### src/ppe_pkg.sv
// ----------------------------------------------------------------------------
// ppe_pkg: shared types and constants of the partial permutation engine
// Command codes, controller-to-datapath command struct and status struct.
// ----------------------------------------------------------------------------
package ppe_pkg;

  localparam logic [2:0] CmdSet     = 3'd0;
  localparam logic [2:0] CmdPush    = 3'd1;
  localparam logic [2:0] CmdPop     = 3'd2;
  localparam logic [2:0] CmdSwap    = 3'd3;
  localparam logic [2:0] CmdReverse = 3'd4;
  localparam logic [2:0] CmdNext    = 3'd5;

  localparam logic [15:0] MaskAllOnes = '1;

  // Datapath operations issued by the controller.
  localparam logic [2:0] OpNone    = 3'd0;
  localparam logic [2:0] OpLoad    = 3'd1; // latch the input word
  localparam logic [2:0] OpSimple  = 3'd2; // set, push, pop
  localparam logic [2:0] OpSwapIJ  = 3'd3; // swap the entries at the two cursors, step them
  localparam logic [2:0] OpScanDn  = 3'd4; // step cursor i down
  localparam logic [2:0] OpPivot   = 3'd5; // prepare the successor search
  localparam logic [2:0] OpScanJ   = 3'd6; // step cursor j down
  localparam logic [2:0] OpSwapPiv = 3'd7; // swap pivot, start reversal

  typedef struct packed {
    logic [2:0] op;
  } ctrl_t;

  typedef struct packed {
    logic rev_more;   // cursors of the reversal have not met
    logic scan_more;  // descending run continues below cursor i
    logic j_more;     // entry at j is not above the pivot
    logic at_lo;      // cursor i reached the range begin
    logic is_next;    // latched command is next permutation
    logic is_rev;     // latched command is reverse or swap
    logic ok;         // preconditions hold
  } stat_t;

endpackage

### src/ppe_datapath.sv
// ----------------------------------------------------------------------------
// ppe_datapath: entry store, counters and cursors of the permutation engine
// Executes one operation per cycle as the controller commands.
// ----------------------------------------------------------------------------
module ppe_datapath #(
  parameter int unsigned MaxLength = 16
) (
  input  logic            clk_i,
  input  logic            rst_ni,
  input  logic [4:0]      perm_length_i,
  input  logic [2:0]      command_i,
  input  logic [4:0]      index_a_i,
  input  logic [4:0]      index_b_i,
  input  logic [3:0]      value_i,
  input  ppe_pkg::ctrl_t  ctrl_i,
  output ppe_pkg::stat_t  stat_o,
  output logic            status_o,
  output logic            advanced_o,
  output logic [4:0]      filled_count_o,
  output logic [15:0]     unused_mask_o,
  output logic [3:0]      entry_at_a_o
);
  import ppe_pkg::*;

  localparam int unsigned IW = $clog2(MaxLength + 1) > 5 ? $clog2(MaxLength + 1) : 5;
  localparam int unsigned AW = $clog2(MaxLength);

  logic [3:0]    mem_q [MaxLength];
  logic [IW-1:0] fill_q, fill_d;
  logic [15:0]   mask_q, mask_d;
  logic [2:0]    cmd_q;
  logic [IW-1:0] a_q, b_q, i_q, j_q, piv_q;
  logic [3:0]    v_q;
  logic          adv_q;
  logic          pend_q;
  logic          rej_q;
  logic [IW-1:0] len;
  logic [IW-1:0] a_w, b_w, plen_w, bm1_w;
  logic          ok;

  assign plen_w = IW'(perm_length_i);
  assign len    = (plen_w > IW'(MaxLength)) ? IW'(MaxLength) : plen_w;
  assign a_w    = IW'(index_a_i);
  assign b_w    = IW'(index_b_i);
  assign bm1_w  = (b_w == '0) ? '0 : b_w - 1'b1;

  always_comb begin
    ok = 1'b0;
    case (cmd_q)
      CmdSet:     ok = (a_q == fill_q && fill_q < len) || (a_q < fill_q && fill_q <= len);
      CmdPush:    ok = fill_q < len;
      CmdPop:     ok = 1'b1;
      CmdSwap:    ok = a_q < fill_q && b_q < fill_q;
      CmdReverse: ok = a_q < fill_q && b_q <= fill_q && a_q <= b_q;
      CmdNext:    ok = fill_q == len && b_q <= len && a_q <= b_q;
      default:    ok = 1'b0;
    endcase
  end

  logic [3:0] ei, ej, eim1, epiv;
  assign ei   = mem_q[i_q[AW-1:0]];
  assign ej   = mem_q[j_q[AW-1:0]];
  assign eim1 = mem_q[AW'(i_q - 1'b1)];
  assign epiv = mem_q[piv_q[AW-1:0]];

  assign stat_o.ok        = ok;
  assign stat_o.is_next   = cmd_q == CmdNext;
  assign stat_o.is_rev    = cmd_q == CmdReverse || cmd_q == CmdSwap;
  assign stat_o.rev_more  = (cmd_q == CmdSwap) ? (i_q != j_q) : (i_q < j_q);
  assign stat_o.at_lo     = i_q <= a_q;
  assign stat_o.scan_more = (i_q > a_q) && (eim1 >= ei);
  assign stat_o.j_more    = ej <= epiv;

  always_comb begin
    fill_d = fill_q;
    mask_d = mask_q;
    if (ctrl_i.op == OpSimple && ok) begin
      case (cmd_q)
        CmdSet: begin
          if (a_q == fill_q) begin
            fill_d = fill_q + 1'b1;
          end else begin
            mask_d = mask_d ^ (16'd1 << mem_q[a_q[AW-1:0]]);
          end
          mask_d = mask_d ^ (16'd1 << v_q);
        end
        CmdPush: begin
          fill_d = fill_q + 1'b1;
          mask_d = mask_q ^ (16'd1 << v_q);
        end
        CmdPop: begin
          if (fill_q != '0) begin
            fill_d = fill_q - 1'b1;
            mask_d = mask_q ^ (16'd1 << mem_q[AW'(fill_q - 1'b1)]);
          end
        end
        default: ;
      endcase
    end
  end

  always_ff @(posedge clk_i or negedge rst_ni) begin
    if (!rst_ni) begin
      fill_q <= '0;
      mask_q <= MaskAllOnes;
      cmd_q  <= CmdPop;
      adv_q  <= 1'b0;
      pend_q <= 1'b0;
      rej_q  <= 1'b0;
    end else begin
      fill_q <= fill_d;
      mask_q <= mask_d;
      if (ctrl_i.op == OpLoad) begin
        cmd_q  <= command_i;
        adv_q  <= 1'b0;
        pend_q <= 1'b1;
      end else if (pend_q) begin
        rej_q  <= ~ok;
        pend_q <= 1'b0;
      end
      if (ctrl_i.op == OpPivot) adv_q <= 1'b1;
    end
  end

  always_ff @(posedge clk_i) begin
    unique case (ctrl_i.op)
      OpLoad: begin
        a_q <= a_w;
        b_q <= b_w;
        v_q <= value_i;
        if (command_i == CmdSwap) begin
          i_q <= a_w;
          j_q <= b_w;
        end else if (command_i == CmdNext) begin
          i_q <= (b_w == '0) ? a_w : bm1_w;
          j_q <= bm1_w;
        end else begin
          i_q <= a_w;
          j_q <= bm1_w;
        end
      end
      OpSimple: begin
        if (ok && (cmd_q == CmdSet || cmd_q == CmdPush)) begin
          if (cmd_q == CmdSet) mem_q[a_q[AW-1:0]] <= v_q;
          else                 mem_q[fill_q[AW-1:0]] <= v_q;
        end
      end
      OpSwapIJ: begin
        mem_q[i_q[AW-1:0]] <= ej;
        mem_q[j_q[AW-1:0]] <= ei;
        i_q <= i_q + 1'b1;
        if (cmd_q == CmdSwap) j_q <= i_q + 1'b1;
        else                  j_q <= j_q - 1'b1;
      end
      OpScanDn: i_q <= i_q - 1'b1;
      OpPivot: begin
        piv_q <= i_q - 1'b1;
        j_q   <= b_q - 1'b1;
      end
      OpScanJ: j_q <= j_q - 1'b1;
      OpSwapPiv: begin
        mem_q[piv_q[AW-1:0]] <= ej;
        mem_q[j_q[AW-1:0]]   <= epiv;
        j_q <= b_q - 1'b1;
      end
      default: ;
    endcase
  end

  assign status_o       = rej_q;
  assign advanced_o     = adv_q;
  assign filled_count_o = 5'(fill_q);
  assign unused_mask_o  = mask_q;
  assign entry_at_a_o   = (a_q < fill_q) ? mem_q[a_q[AW-1:0]] : 4'd0;

endmodule

### src/ppe_ctrl.sv
// ----------------------------------------------------------------------------
// ppe_ctrl: sequencer of the permutation engine
// Walks each command through its datapath operations and runs the handshake.
// ----------------------------------------------------------------------------
module ppe_ctrl (
  input  logic           clk_i,
  input  logic           rst_ni,
  input  logic           in_valid_i,
  output logic           in_ready_o,
  output logic           out_valid_o,
  input  logic           out_ready_i,
  input  ppe_pkg::stat_t stat_i,
  output ppe_pkg::ctrl_t ctrl_o
);
  import ppe_pkg::*;

  localparam logic [2:0] SIdle  = 3'd0;
  localparam logic [2:0] SExec  = 3'd1;
  localparam logic [2:0] SRev   = 3'd2;
  localparam logic [2:0] SScan  = 3'd3;
  localparam logic [2:0] SFindJ = 3'd4;
  localparam logic [2:0] SDone  = 3'd5;

  logic [2:0] state_q, state_d;

  assign in_ready_o  = state_q == SIdle;
  assign out_valid_o = state_q == SDone;

  always_comb begin
    state_d   = state_q;
    ctrl_o.op = OpNone;
    unique case (state_q)
      SIdle: begin
        if (in_valid_i) begin
          ctrl_o.op = OpLoad;
          state_d   = SExec;
        end
      end
      SExec: begin
        if (!stat_i.ok) begin
          state_d = SDone;
        end else if (stat_i.is_rev) begin
          state_d = SRev;
        end else if (stat_i.is_next) begin
          state_d = SScan;
        end else begin
          ctrl_o.op = OpSimple;
          state_d   = SDone;
        end
      end
      SRev: begin
        if (stat_i.rev_more) ctrl_o.op = OpSwapIJ;
        else                 state_d   = SDone;
      end
      SScan: begin
        if (stat_i.scan_more) begin
          ctrl_o.op = OpScanDn;
        end else if (stat_i.at_lo) begin
          state_d = SRev;
        end else begin
          ctrl_o.op = OpPivot;
          state_d   = SFindJ;
        end
      end
      SFindJ: begin
        if (stat_i.j_more) begin
          ctrl_o.op = OpScanJ;
        end else begin
          ctrl_o.op = OpSwapPiv;
          state_d   = SRev;
        end
      end
      SDone: begin
        if (out_ready_i) state_d = SIdle;
      end
      default: state_d = SIdle;
    endcase
  end

  always_ff @(posedge clk_i or negedge rst_ni) begin
    if (!rst_ni) begin
      state_q <= SIdle;
    end else begin
      state_q <= state_d;
    end
  end

endmodule

### src/partial_permutation_engine.sv
// ----------------------------------------------------------------------------
// partial_permutation_engine: partial permutation store with range commands
// Set, push, pop, swap, reverse and next lexicographic order over a range.
// ----------------------------------------------------------------------------
// Usage: one command word enters on the in_valid_i/in_ready_o channel, and
// exactly one result word leaves on out_valid_o/out_ready_i.
// The block works on one word at a time; in_ready_o is high only when idle.
// Set, push, pop and rejected commands finish straight from the execute
// state. Reverse and swap exchange entries pairwise in the reversal state.
// Next permutation scans down the descending tail one entry a cycle, searches
// the successor one entry a cycle, swaps, then reverses the tail one pair a
// cycle.
// A result is held until out_ready_i takes it; the next word is accepted the
// cycle after.
// Reset empties the store, sets the unused mask to all ones and
// perm_length to 16. perm_length_wr_i writes the length without wait.
// ----------------------------------------------------------------------------
module partial_permutation_engine #(
  parameter int unsigned MaxLength = 16
) (
  input  logic        clk_i,
  input  logic        rst_ni,
  input  logic        perm_length_wr_i,
  input  logic [4:0]  perm_length_i,
  input  logic        in_valid_i,
  output logic        in_ready_o,
  input  logic [2:0]  command_i,
  input  logic [4:0]  index_a_i,
  input  logic [4:0]  index_b_i,
  input  logic [3:0]  value_i,
  output logic        out_valid_o,
  input  logic        out_ready_i,
  output logic        status_o,
  output logic        advanced_o,
  output logic [4:0]  filled_count_o,
  output logic [15:0] unused_mask_o,
  output logic [3:0]  entry_at_a_o
);
  import ppe_pkg::*;

  logic [4:0] len_q;
  ctrl_t      ctrl;
  stat_t      stat;

  always_ff @(posedge clk_i or negedge rst_ni) begin
    if (!rst_ni) begin
      len_q <= 5'd16;
    end else if (perm_length_wr_i) begin
      len_q <= perm_length_i;
    end
  end

  ppe_ctrl u_ctrl (
    .clk_i, .rst_ni, .in_valid_i, .in_ready_o, .out_valid_o, .out_ready_i,
    .stat_i(stat), .ctrl_o(ctrl)
  );

  ppe_datapath #(.MaxLength(MaxLength)) u_dp (
    .clk_i, .rst_ni, .perm_length_i(len_q), .command_i, .index_a_i, .index_b_i,
    .value_i, .ctrl_i(ctrl), .stat_o(stat), .status_o, .advanced_o,
    .filled_count_o, .unused_mask_o, .entry_at_a_o
  );

endmodule

### config.mk
export PLATFORM = sky130hd
export DESIGN_NAME = partial_permutation_engine
export DESIGN_NICKNAME = d
export VERILOG_FILES = /design/src/ppe_pkg.sv /design/src/ppe_datapath.sv /design/src/ppe_ctrl.sv /design/src/partial_permutation_engine.sv
export SDC_FILE = /design/constraint.sdc
export NUM_CORES = 1
export LEC_CHECK = 0
export BUFFER_PORTS_ARGS = -buffer_cell sky130_fd_sc_hd__buf_2
export CAP_MARGIN = 20
export CORE_MARGIN = 3
export CORE_UTILIZATION = 55
export CTS_CLUSTER_SIZE = 40
export DETAILED_ROUTE_END_ITERATION = 8
export PLACE_DENSITY_LB_ADDON = 0.05
export SYNTH_ARGS = -nofsm -noshare
export SYNTH_HDL_FRONTEND = slang
export SYNTH_SLANG_ARGS = --single-unit
### constraint.sdc
create_clock -name clk_i -period 12.9 [get_ports clk_i]
set_input_delay 0.645 -clock clk_i [delete_from_list [all_inputs] [get_ports clk_i]]
set_output_delay 0.645 -clock clk_i [all_outputs]
set_load 0.1 [all_outputs]
# == Word-level counts from Yosys, hierarchy flattened ==
# Memories as Yosys holds them, arrays and structs flattened. A register that Yosys moved wholly into a read port is not among the register bits.
# Index checks and enable logic that the tools add are counted.
# totals
out_inout_bits,29
mem_count,1
ram_bits,64
reg_bits,63
# memory_table
memory,words,word_bits,rd,rd_clocked_by_memory_dff,write_ports,line_no,text
u_dp.mem_q,16,4,6,4,2,ppe_datapath.sv:28,logic [3:0] mem_q [MaxLength];
# classes
n_eq_ne,30
bitwise,10
add_sub_neg,7
order_cmp,13
n_reduce_logical,29
n_shift,3
n_mux,68
# op_table
operator,count
two-way mux 16 bit,4
XOR 16 bit,4
two-way mux 4 bit,12
case mux 16 bit (3 select lines),1
left shift 1 x 4 -> 16 bit (first input constant),3
two-way mux 5 bit,9
two-way mux 3 bit,13
case mux 5 bit (3 select lines),2
equality test 3 bit (second input constant),9
<= comparator 5 bit,5
subtractor 5 x 1 -> 5 bit (second input constant),5
equality test 3 x 2 -> 1 bit (second input constant),7
two-way mux 1 bit,21
< comparator 5 bit,4
case mux 5 bit (4 select lines),1
case mux 3 bit (6 select lines),1
case mux 3 bit (5 select lines),1
OR reduction 4 bit,3
adder 5 x 1 -> 5 bit (second input constant),2
equality test 5 bit,2
logical AND 1 bit,10
equality test 3 x 1 -> 1 bit (second input constant),3
!= test 2 bit (second input constant),4
logical NOT 3 bit,2
23 further kinds,32

# == Longest topological paths before layout ==
# Gate-level depths: netlist of the first run.
# logic_depth
ltp_word,16
ltp_mapped,17
depth_no_buf,15

# == By module ==
# From an unflattened synthesis of the first run, not the netlist that was laid out.
# hier_totals
hier_cells,1075
hier_area_um2,12066.6
# modules_own_cells
module,area_each_um2,seq_area_each_um2,cells_each,n_inst
ppe_datapath,11524.8,3779.9,1017,1
ppe_ctrl,359.1,75.1,48,1
partial_permutation_engine,182.7,126.4,10,1

# == Worst setup path before layout of the first run ==
# Ideal clock, no wire load.
# synth_path
kind,flip-flop to flip-flop
start,reg u_ctrl.state_q[0]
end,reg u_dp.a_q[0] (enable)
path_slack_ns,8.257
synth_period_minus_slack_ns,4.643
required_time_ns,12.517
stages_incl_launch_ff,6
arrival_ns,4.260
cell_sequence,dfrtp_1 clkbuf_1 nor3_1 nand2_1 clkinv_1 clkbuf_1
# synth_between
elab_chain_len,3
# synth_rtl
element,line_no,text
from (decl),ppe_ctrl.sv:24,"logic [2:0] state_q, state_d;"
from (signal assigned),ppe_ctrl.sv:82,state_q <= SIdle;
from (signal assigned),ppe_ctrl.sv:84,state_q <= state_d;
logical NOT 3 bit,--,
via in_ready_o,partial_permutation_engine.sv:26,"output logic in_ready_o,"
case mux 3 bit (5 select lines),ppe_ctrl.sv:32,unique case (state_q)
equality test 3 x 1 -> 1 bit,ppe_datapath.sv:126,unique case (ctrl_i.op)
to (signal assigned),ppe_datapath.sv:128,a_q <= a_w;
to (decl),ppe_datapath.sv:32,"logic [IW-1:0] a_q, b_q, i_q, j_q, piv_q;"
# The timed path passes the listed nets, and every way through them passes these cells.
# A chain may end at the register's enable or synchronous reset.

# == Worst setup path after layout of the first run ==
# layout_path
start,reg u_dp.i_q[0]
end,reg u_dp.j_q[0] (data pin)
# layout_between
elab_chain_len,9
# layout_rtl
element,line_no,text
from (decl),ppe_datapath.sv:32,
from (signal assigned),ppe_datapath.sv:132,i_q <= a_w;
from (signal assigned),ppe_datapath.sv:135,i_q <= (b_w == '0) ? a_w : bm1_w;
from (signal assigned),ppe_datapath.sv:138,i_q <= a_w;
subtractor 5 x 1 -> 5 bit,ppe_datapath.sv:63,assign eim1 = mem_q[AW'(i_q - 1'b1)];
memory (16 x 4 bit),--,
greater-or-equal comparator 4 bit,ppe_datapath.sv:71,assign stat_o.scan_more = (i_q > a_q) && (eim1 >= ei);
logical AND 1 bit,ppe_datapath.sv:71,
two-way mux 3 bit,ppe_ctrl.sv:56,if (stat_i.scan_more) begin
case mux 3 bit (5 select lines),ppe_ctrl.sv:32,
equality test 3 bit,ppe_datapath.sv:126,
OR reduction 2 bit (no source line),--,
case mux 5 bit (4 select lines) *,ppe_datapath.sv:126,
to (signal assigned),ppe_datapath.sv:133,j_q <= b_w;
to (signal assigned),ppe_datapath.sv:136,j_q <= bm1_w;
to (signal assigned),ppe_datapath.sv:139,j_q <= bm1_w;
to (decl),ppe_datapath.sv:32,
# Mark *: on every way between the ends. The rest lies on a longest branch, timed or not.

==> results of run 1 <==
final timing paths:
| check | start | cells after the start | end | slack [ps] |
|---|---|---|---|---|
| max | u_dp.i_q[0] | 14 | u_dp.j_q[0] | 7630 |
| min | rst_ni | 1 | len_q[0] | 350 |
| max reg2reg | u_dp.i_q[0] | 14 | u_dp.j_q[0] | 7630 |
| min reg2reg | u_dp.advanced_o | 2 | u_dp.advanced_o | 490 |
| max in group asynchronous | rst_ni | 1 | u_dp.advanced_o | 11990 |
| min in group clk_i | value_i[3] | 1 | u_dp.v_q[3] | 390 |
power by group through the flow:
stage / combinational (mW) / clock (mW) / sequential [mW]
after floorplan: 1.55 / 0 / 1.00
after global placement: 2.11 / 0 / 0.914
after detailed placement: 2.13 / 0 / 0.919
after CTS: 2.14 / 0.512 / 0.910
after global routing: 2.37 / 0.532 / 0.912
final: 2.23 / 0.508 / 0.896
cells by family after synthesis:
kind of cell	count (synthesis)	synth area share, %
and+or+nand+nor	282	11.29
muxes	217	30.47
AOI/OAI and AO/OA	200	11.34
DFF	143	33.19
buffers and inverters	109	3.849
adders and majority gates	56	5.842
xor gates and xnor gates	55	4.016
critical path, stage by stage, from the launching register on:
cell      delay [ps]
edfxtp_1         320
buf_4            350
inv_1            200
ha_1             900
mux4_2           590
mux4_2           470
inv_1             70
ha_1             210
nand2b_1         140
a21o_1           170
a21o_1           190
a211o_1          290
a21o_1           300
o21ai_1          420
mux2_2           400
layout make-up:
class	instances	share of cell area (%)
clock inverters	15	1.252
inverters	46	1.319
clock buffers	17	3.249
multi-input cells	810	57.75
flip-flops and latches	143	30.40
well taps	275	2.628
repair buffers	67	3.401
cells in the mapped netlist (3+ instances only):
cell type	number
mux4_2	114
nand2_1	98
edfxtp_1	92
mux2i_1	80
nor2_1	65
ha_1	56
inv_1	41
a21oi_1	37
xnor2_1	36
clkbuf_1	34
o21ai_0	26
nor2b_1	23
nand3_1	22
o21ai_1	22
xor2_1	19
buf_2	18
dfstp_2	18
nor3_1	18
o22ai_1	18
dfrtp_1	17
mux2_2	17
a2bb2oi_1	16
dfxtp_1	16
a22oi_1	14
nand2b_1	12
a21o_1	9
and3_1	9
and2_1	7
buf_1	6
a211o_1	5
a211oi_1	5
a32oi_1	5
clkinv_1	5
mux2i_2	5
nand4_1	5
o221ai_1	5
a21oi_2	4
a31oi_1	4
nor3b_1	4
o21a_1	4
buf_6	3
nor4b_1	3
metal layers:
metal  share of wire, %  GRT usage, %  vias up
met5                  0             0        -
met4                3.1         9.294        0
met3                 11         8.331      104
met2                 46         48.38      620
met1                 41         45.88     4759
li1                   -             -     4171
layout by cell type, fill, tap and decap left out, types with 9 or more instances in the layout:
cell type,netlist,layout
a21o_1,9,9
a21oi_1,37,36
a22oi_1,14,14
a2bb2oi_1,16,16
and3_1,9,9
buf_2,18,55
clkbuf_16,0,17
dfrtp_1,17,17
dfstp_2,18,18
dfxtp_1,16,16
edfxtp_1,92,92
ha_1,56,56
inv_1,41,41
mux2_2,17,17
mux2i_1,80,80
mux4_2,114,114
nand2_1,98,98
nand2b_1,12,12
nand3_1,22,22
nor2_1,65,65
nor2b_1,23,23
nor3_1,18,18
o21ai_0,26,26
o21ai_1,22,22
o22ai_1,18,18
xnor2_1,36,36
xor2_1,19,19
through the flow:
stage                     util (%)  hold WS (ps)  setup WS, ps
after CTS                    61.14         358.9          7652
after global placement       58.34         484.2          7801
final                        61.71         350.6          7629
after floorplan                  -         349.4          8257
after detailed placement     58.36         466.7          7660
after global routing         61.71         382.2          7350
==> Implementation_results.wiki, run 1 <==
{| class="wikitable"
! Metric !! Value
|-
| Synthesized netlist cell count || 1062
|-
| Average cell area after synthesis || 11.29 um^2
|-
| Vias in the first global route || 9074
|-
| Seq pwr share || 24.7%
|-
| Worst Path Max Fanout || 23
|-
| Count of maximum capacitance violations || 0
|-
| First-pass GRT wire length || 57.35 mm
|-
| DRC violation count after routing || 0
|-
| Vias after detailed routing || 9654
|-
| Sequential share of the synthesized area || 33.19%
|-
| Cell area after layout || 13100 um^2
|-
| GRT overflow || 0
|-
| Clk root buf || clkbuf_16
|-
| Sw Ratio || 50.25%
|-
| Weighted congestion reported at the end of routability-driven placement || 1.011
|-
| Total number of nets in the final design || 1168
|-
| Layout cells sized above 1 || 24.50%
|-
| Net count of the mapped netlist || 1145
|-
| Yosys warning count || 0
|-
| Horizontal die dimension || 153.7 um
|-
| Worst slew margin relative to its limit || 28.17%
|-
| Area Growth Syn to Fin || 9.180%
|-
| Leak || 5.220 nW
|-
| Maximum level of the CTS H-tree || 4
|-
| Final Hold Vio Count || 0
|-
| Tmin final || 5271 ps
|-
| IR drop worst, VDD || 0.1769 mV
|-
| Power density over the cells || 277.5 nW/um^2
|-
| Number of antenna violations at the first check in global routing || 0
|-
| Routed wire length || 37.96 mm
|-
| Core Rows || 53
|-
| Clock skew after layout || 13.83 ps
|-
| Number of flops mapped to enable cells by yosys || 92
|-
| Number of routed nets with antenna violations || 0
|-
| Critical path launch point type || flop
|-
| Area of the multi-input gates || 7562 um^2
|-
| Die span in y || 153.7 um
|-
| Detail-routed via count per cell || 7.031
|-
| Biggest area contributors in the synthesized netlist || edfxtp_1 (23%), mux4_2 (21%), mux2i_1 (6.7%)
|-
| Result of the run || completed
|-
| Number of buffers on the longest clock path || 2
|-
| Number of gates given a new drive strength after cts || 0
|-
| Placeable core area || 21220 um^2
|-
| Overall power of the completed layout || 3.634 mW
|-
| DRC violation total after the first TritonRoute iteration || 1198
|-
| Total of fill cells in the finished design || 1724
|-
| Placed Cells || 1336
|-
| Main synth FF type || edfxtp_1
|-
| Setup Buffers After CTS || 0
|-
| Data arrival, critical path || 5450 ps
|-
| Total net switching power || 1.826 mW
|-
| Post-detailed-route wirelength per cell || 27.65 um
|-
| I/O pin total || 56
|-
| Clock latency reported for the late side of the worst-skew pair || 430 ps
|-
| Endpoint type of the worst setup path || flop
|-
| Total global routing track utilization || 31.93%
|-
| Sinks on the clock net || 143
|-
| Number of cells in the finished layout apart from fillers || 1373
|-
| Number of synthesized register bits || 143
|-
| Area used by sequential logic in the layout || 3981 um^2
|-
| Area of the die || 23610 um^2
|-
| Final Max Slew Viols || 0
|-
| Int Pwr || 1.808 mW
|-
| TNS Setup || 0 ps
|-
| Final setup fails || 0
|-
| Post-detailed-placement half-perimeter wirelength || 27.93 mm
|-
| Proportion of synthesized flip-flops having asynchronous set or reset || 24.48%
|-
| Final critical-path share of the clock period || 40.86%
|-
| IO buf count || 55
|-
| Hold-fix buffers, CTS || 0
|-
| Count of unique library cells instantiated by Yosys || 78
|-
| Most area-hungry cell type in the Yosys netlist || edfxtp_1
|-
| Gate power share || 61.4%
|-
| Ant. Diodes || 0
|-
| Crit Path Class || flop to flop
|-
| Peak Freq || 189.7 MHz
|-
| Transition time at the pin with the least slew margin || 1057 ps
|-
| Clock transition at the registers of the reported paths || 70 ps
|-
| Detailed Routing Iterations Pass 1 || 5
|-
| TritonCTS clock tree || done
|-
| Effective utilization at floorplan || 56.52%
|-
| Hold Path Class || primary input to asynchronous set/reset pin
|-
| Largest net degree at the start of global routing || 49
|-
| Number of buffers created by CTS || 17
|-
| Cell area after placement || 12380 um^2
|-
| RSZ-0062 raised after global routing || no
|-
| Data required time of the critical path || 13080 ps
|-
| Clock network power share || 14.0%
|-
| Portion of synthesized cell area occupied by the leading cell type || 23.03%
|-
| Combined area of all synthesized cells || 11990 um^2
|}
(Power assumes the default switching activity.)
==> run 2: changes to the inputs <==
clock period = 4.3 ns   (was 12.9 ns; I/O delays follow)
==> run 2 against run 1 <==
  * Wire length grew 2.8%
  * Cell count grew 4.2%
  * Clock power grew to 2.9 times the previous value
  * Highest routed layer unchanged
==> Implementation_results.wiki, run 2 (synthesis gave the netlist of run 1 again) <==
{| class="wikitable"
! Metric !! Value
|-
| Core Rows || 53
|-
| Number of routed nets with antenna violations || 0
|-
| Final setup fails || 0
|-
| Post-detailed-route wirelength per cell || 27.29 um
|-
| Total of fill cells in the finished design || 1710
|-
| Endpoint type of the worst setup path || flop
|-
| Utilization after layout || 64.27%
|-
| Horizontal die dimension || 153.7 um
|-
| TritonCTS clock tree || done
|-
| I/O pin total || 56
|-
| Leak || 5.496 nW
|-
| Peak Freq || 238.2 MHz
|-
| Sw Ratio || 50.32%
|-
| Most frequent cells in the layout || mux4_2 (114), nand2_1 (98), edfxtp_1 (92)
|-
| Gate power share || 64.5%
|-
| Critical path launch point type || flop
|-
| Ant. Diodes || 0
|-
| Clock transition at the registers of the reported paths || 70 ps
|-
| Worst Hold Margin || 15.51 ps
|-
| Sinks on the clock net || 143
|-
| GRT overflow || 0
|-
| Placeable core area || 21220 um^2
|-
| First-pass GRT wire length || 59.47 mm
|-
| Total net switching power || 5.702 mW
|-
| Final Max Slew Viols || 0
|-
| Hold Path Class || primary input to flop
|-
| Clock skew after layout || 13.23 ps
|-
| Tmin final || 4197 ps
|-
| DRC violation total after the first TritonRoute iteration || 1069
|-
| Effective utilization at floorplan || 56.52%
|-
| Worst slew margin relative to its limit || 37.07%
|-
| Total number of nets in the final design || 1225
|-
| Number of antenna violations at the first check in global routing || 0
|-
| Total global routing track utilization || 33.17%
|-
| Crit Path Class || flop to flop
|-
| Clock network power share || 13.1%
|-
| Worst Path Max Fanout || 7
|-
| Largest net degree at the start of global routing || 49
|-
| Clk root buf || clkbuf_16
|-
| Data arrival, critical path || 4280 ps
|-
| Final critical-path share of the clock period || 97.62%
|-
| Layout cells sized above 1 || 29.09%
|-
| Detailed Routing Iterations Pass 1 || 5
|-
| Count of maximum capacitance violations || 0
|-
| Clock latency reported for the late side of the worst-skew pair || 430 ps
|-
| IR drop worst, VDD || 0.4248 mV
|-
| Vias after detailed routing || 9889
|-
| DRC violation count after routing || 0
|-
| Final Hold Vio Count || 0
|-
| Result of the run || completed
|-
| Int Pwr || 5.629 mW
|-
| Seq pwr share || 22.4%
|-
| Post-detailed-placement half-perimeter wirelength || 29.20 mm
|-
| Number of buffers on the longest clock path || 2
|-
| Weighted congestion reported at the end of routability-driven placement || 0.9988
|-
| Area of the die || 23610 um^2
|-
| Transition time at the pin with the least slew margin || 937.3 ps
|-
| Maximum level of the CTS H-tree || 4
|-
| Most common cell after layout, fill and taps aside || mux4_2
|-
| RSZ-0062 raised after global routing || yes
|-
| IO buf count || 55
|-
| Area Growth Syn to Fin || 13.71%
|-
| Vias in the first global route || 9629
|-
| Data required time of the critical path || 4390 ps
|-
| Die span in y || 153.7 um
|-
| Detail-routed via count per cell || 6.915
|-
| Routed wire length || 39.03 mm
|-
| Power density over the cells || 830.8 nW/um^2
|-
| Number of buffers created by CTS || 17
|}
run 2: final cells by class:
class                      instances  area [um^2]  area share (%)
multi-input combinational        810         7692           56.40
sequential                       143         3984           29.21
clock inverter                    13        128.9          0.9450
inverter                          46        172.7           1.266
clock buffer                      19        442.9           3.248
timing repair buffer             124        873.3           6.404
tap                              275        344.1           2.523
run 2: power by group through the flow:
| stage | combinational [mW] | sequential (mW) | clock [mW] |
|---|---|---|---|
| 2_1_floorplan | 4.65 | 3.01 | 0 |
| 3_3_place_gp | 6.96 | 2.54 | 0 |
| 3_5_place_dp | 7.06 | 2.55 | 0 |
| 4_1_cts | 7.10 | 2.52 | 1.49 |
| 5_1_grt | 7.78 | 2.58 | 1.55 |
| 6_report | 7.31 | 2.54 | 1.48 |
run 2: worst max-delay path: stages (launching register included):
cell      delay [ps]
edfxtp_1         580
mux4_2           520
mux4_2           510
ha_1             360
a41oi_2          350
o211ai_4         180
o31ai_1          110
a21oi_1           80
a31oi_1          280
nand2b_1         380
o21ai_1          490
run 2: worst paths after layout:
path / depth (start not counted) / slack [ps] / end / start
worst max-delay path: 10 / 100 / u_dp.mem_q[13][1] / u_dp.mem_q[14][3]
worst min-delay path: 2 / 20 / len_q[3] / perm_length_i[3]
worst max register to register: 10 / 100 / u_dp.mem_q[13][1] / u_dp.mem_q[14][3]
worst min register to register: 1 / 510 / u_dp.status_o / u_dp.status_o
max in group asynchronous: 2 / 3320 / u_dp.filled_count_o[1] / rst_ni
min in group asynchronous: 2 / 440 / u_dp.filled_count_o[3] / rst_ni
run 2: through the flow:
step           TNS [ps]  instance area [um^2]  instances  setup slack (ps)  total power, mW
2_1_floorplan         0                 12000       1062             101.2            7.653
3_3_place_gp          0                 12830       1388             35.19            9.509
3_5_place_dp     -233.2                 12830       1388            -24.33            9.606
4_1_cts          -83.32                 13480       1427            -18.77            11.11
5_1_grt           -1106                 13640       1430            -45.97            11.91
6_report              0                 13640       1430             102.5            11.33
run 2: layer usage:
metal | GRT usage [%] | part of all wire, % | vias up
met5 | 0 | 0 | -
met4 | 14.59 | 4.6 | 0
met3 | 8.444 | 11 | 126
met2 | 49.86 | 45 | 681
met1 | 45.97 | 39 | 4812
li1 | - | - | 4270
run 2: timing repair:
item                       in CTS  in global routing
hold endpoints to repair       23                  0
pin swaps                       0                  1
setup endpoints to repair      17                 74
gates resized for setup         1                 24
setup buffers                   0                  2
hold buffers                    7                  0
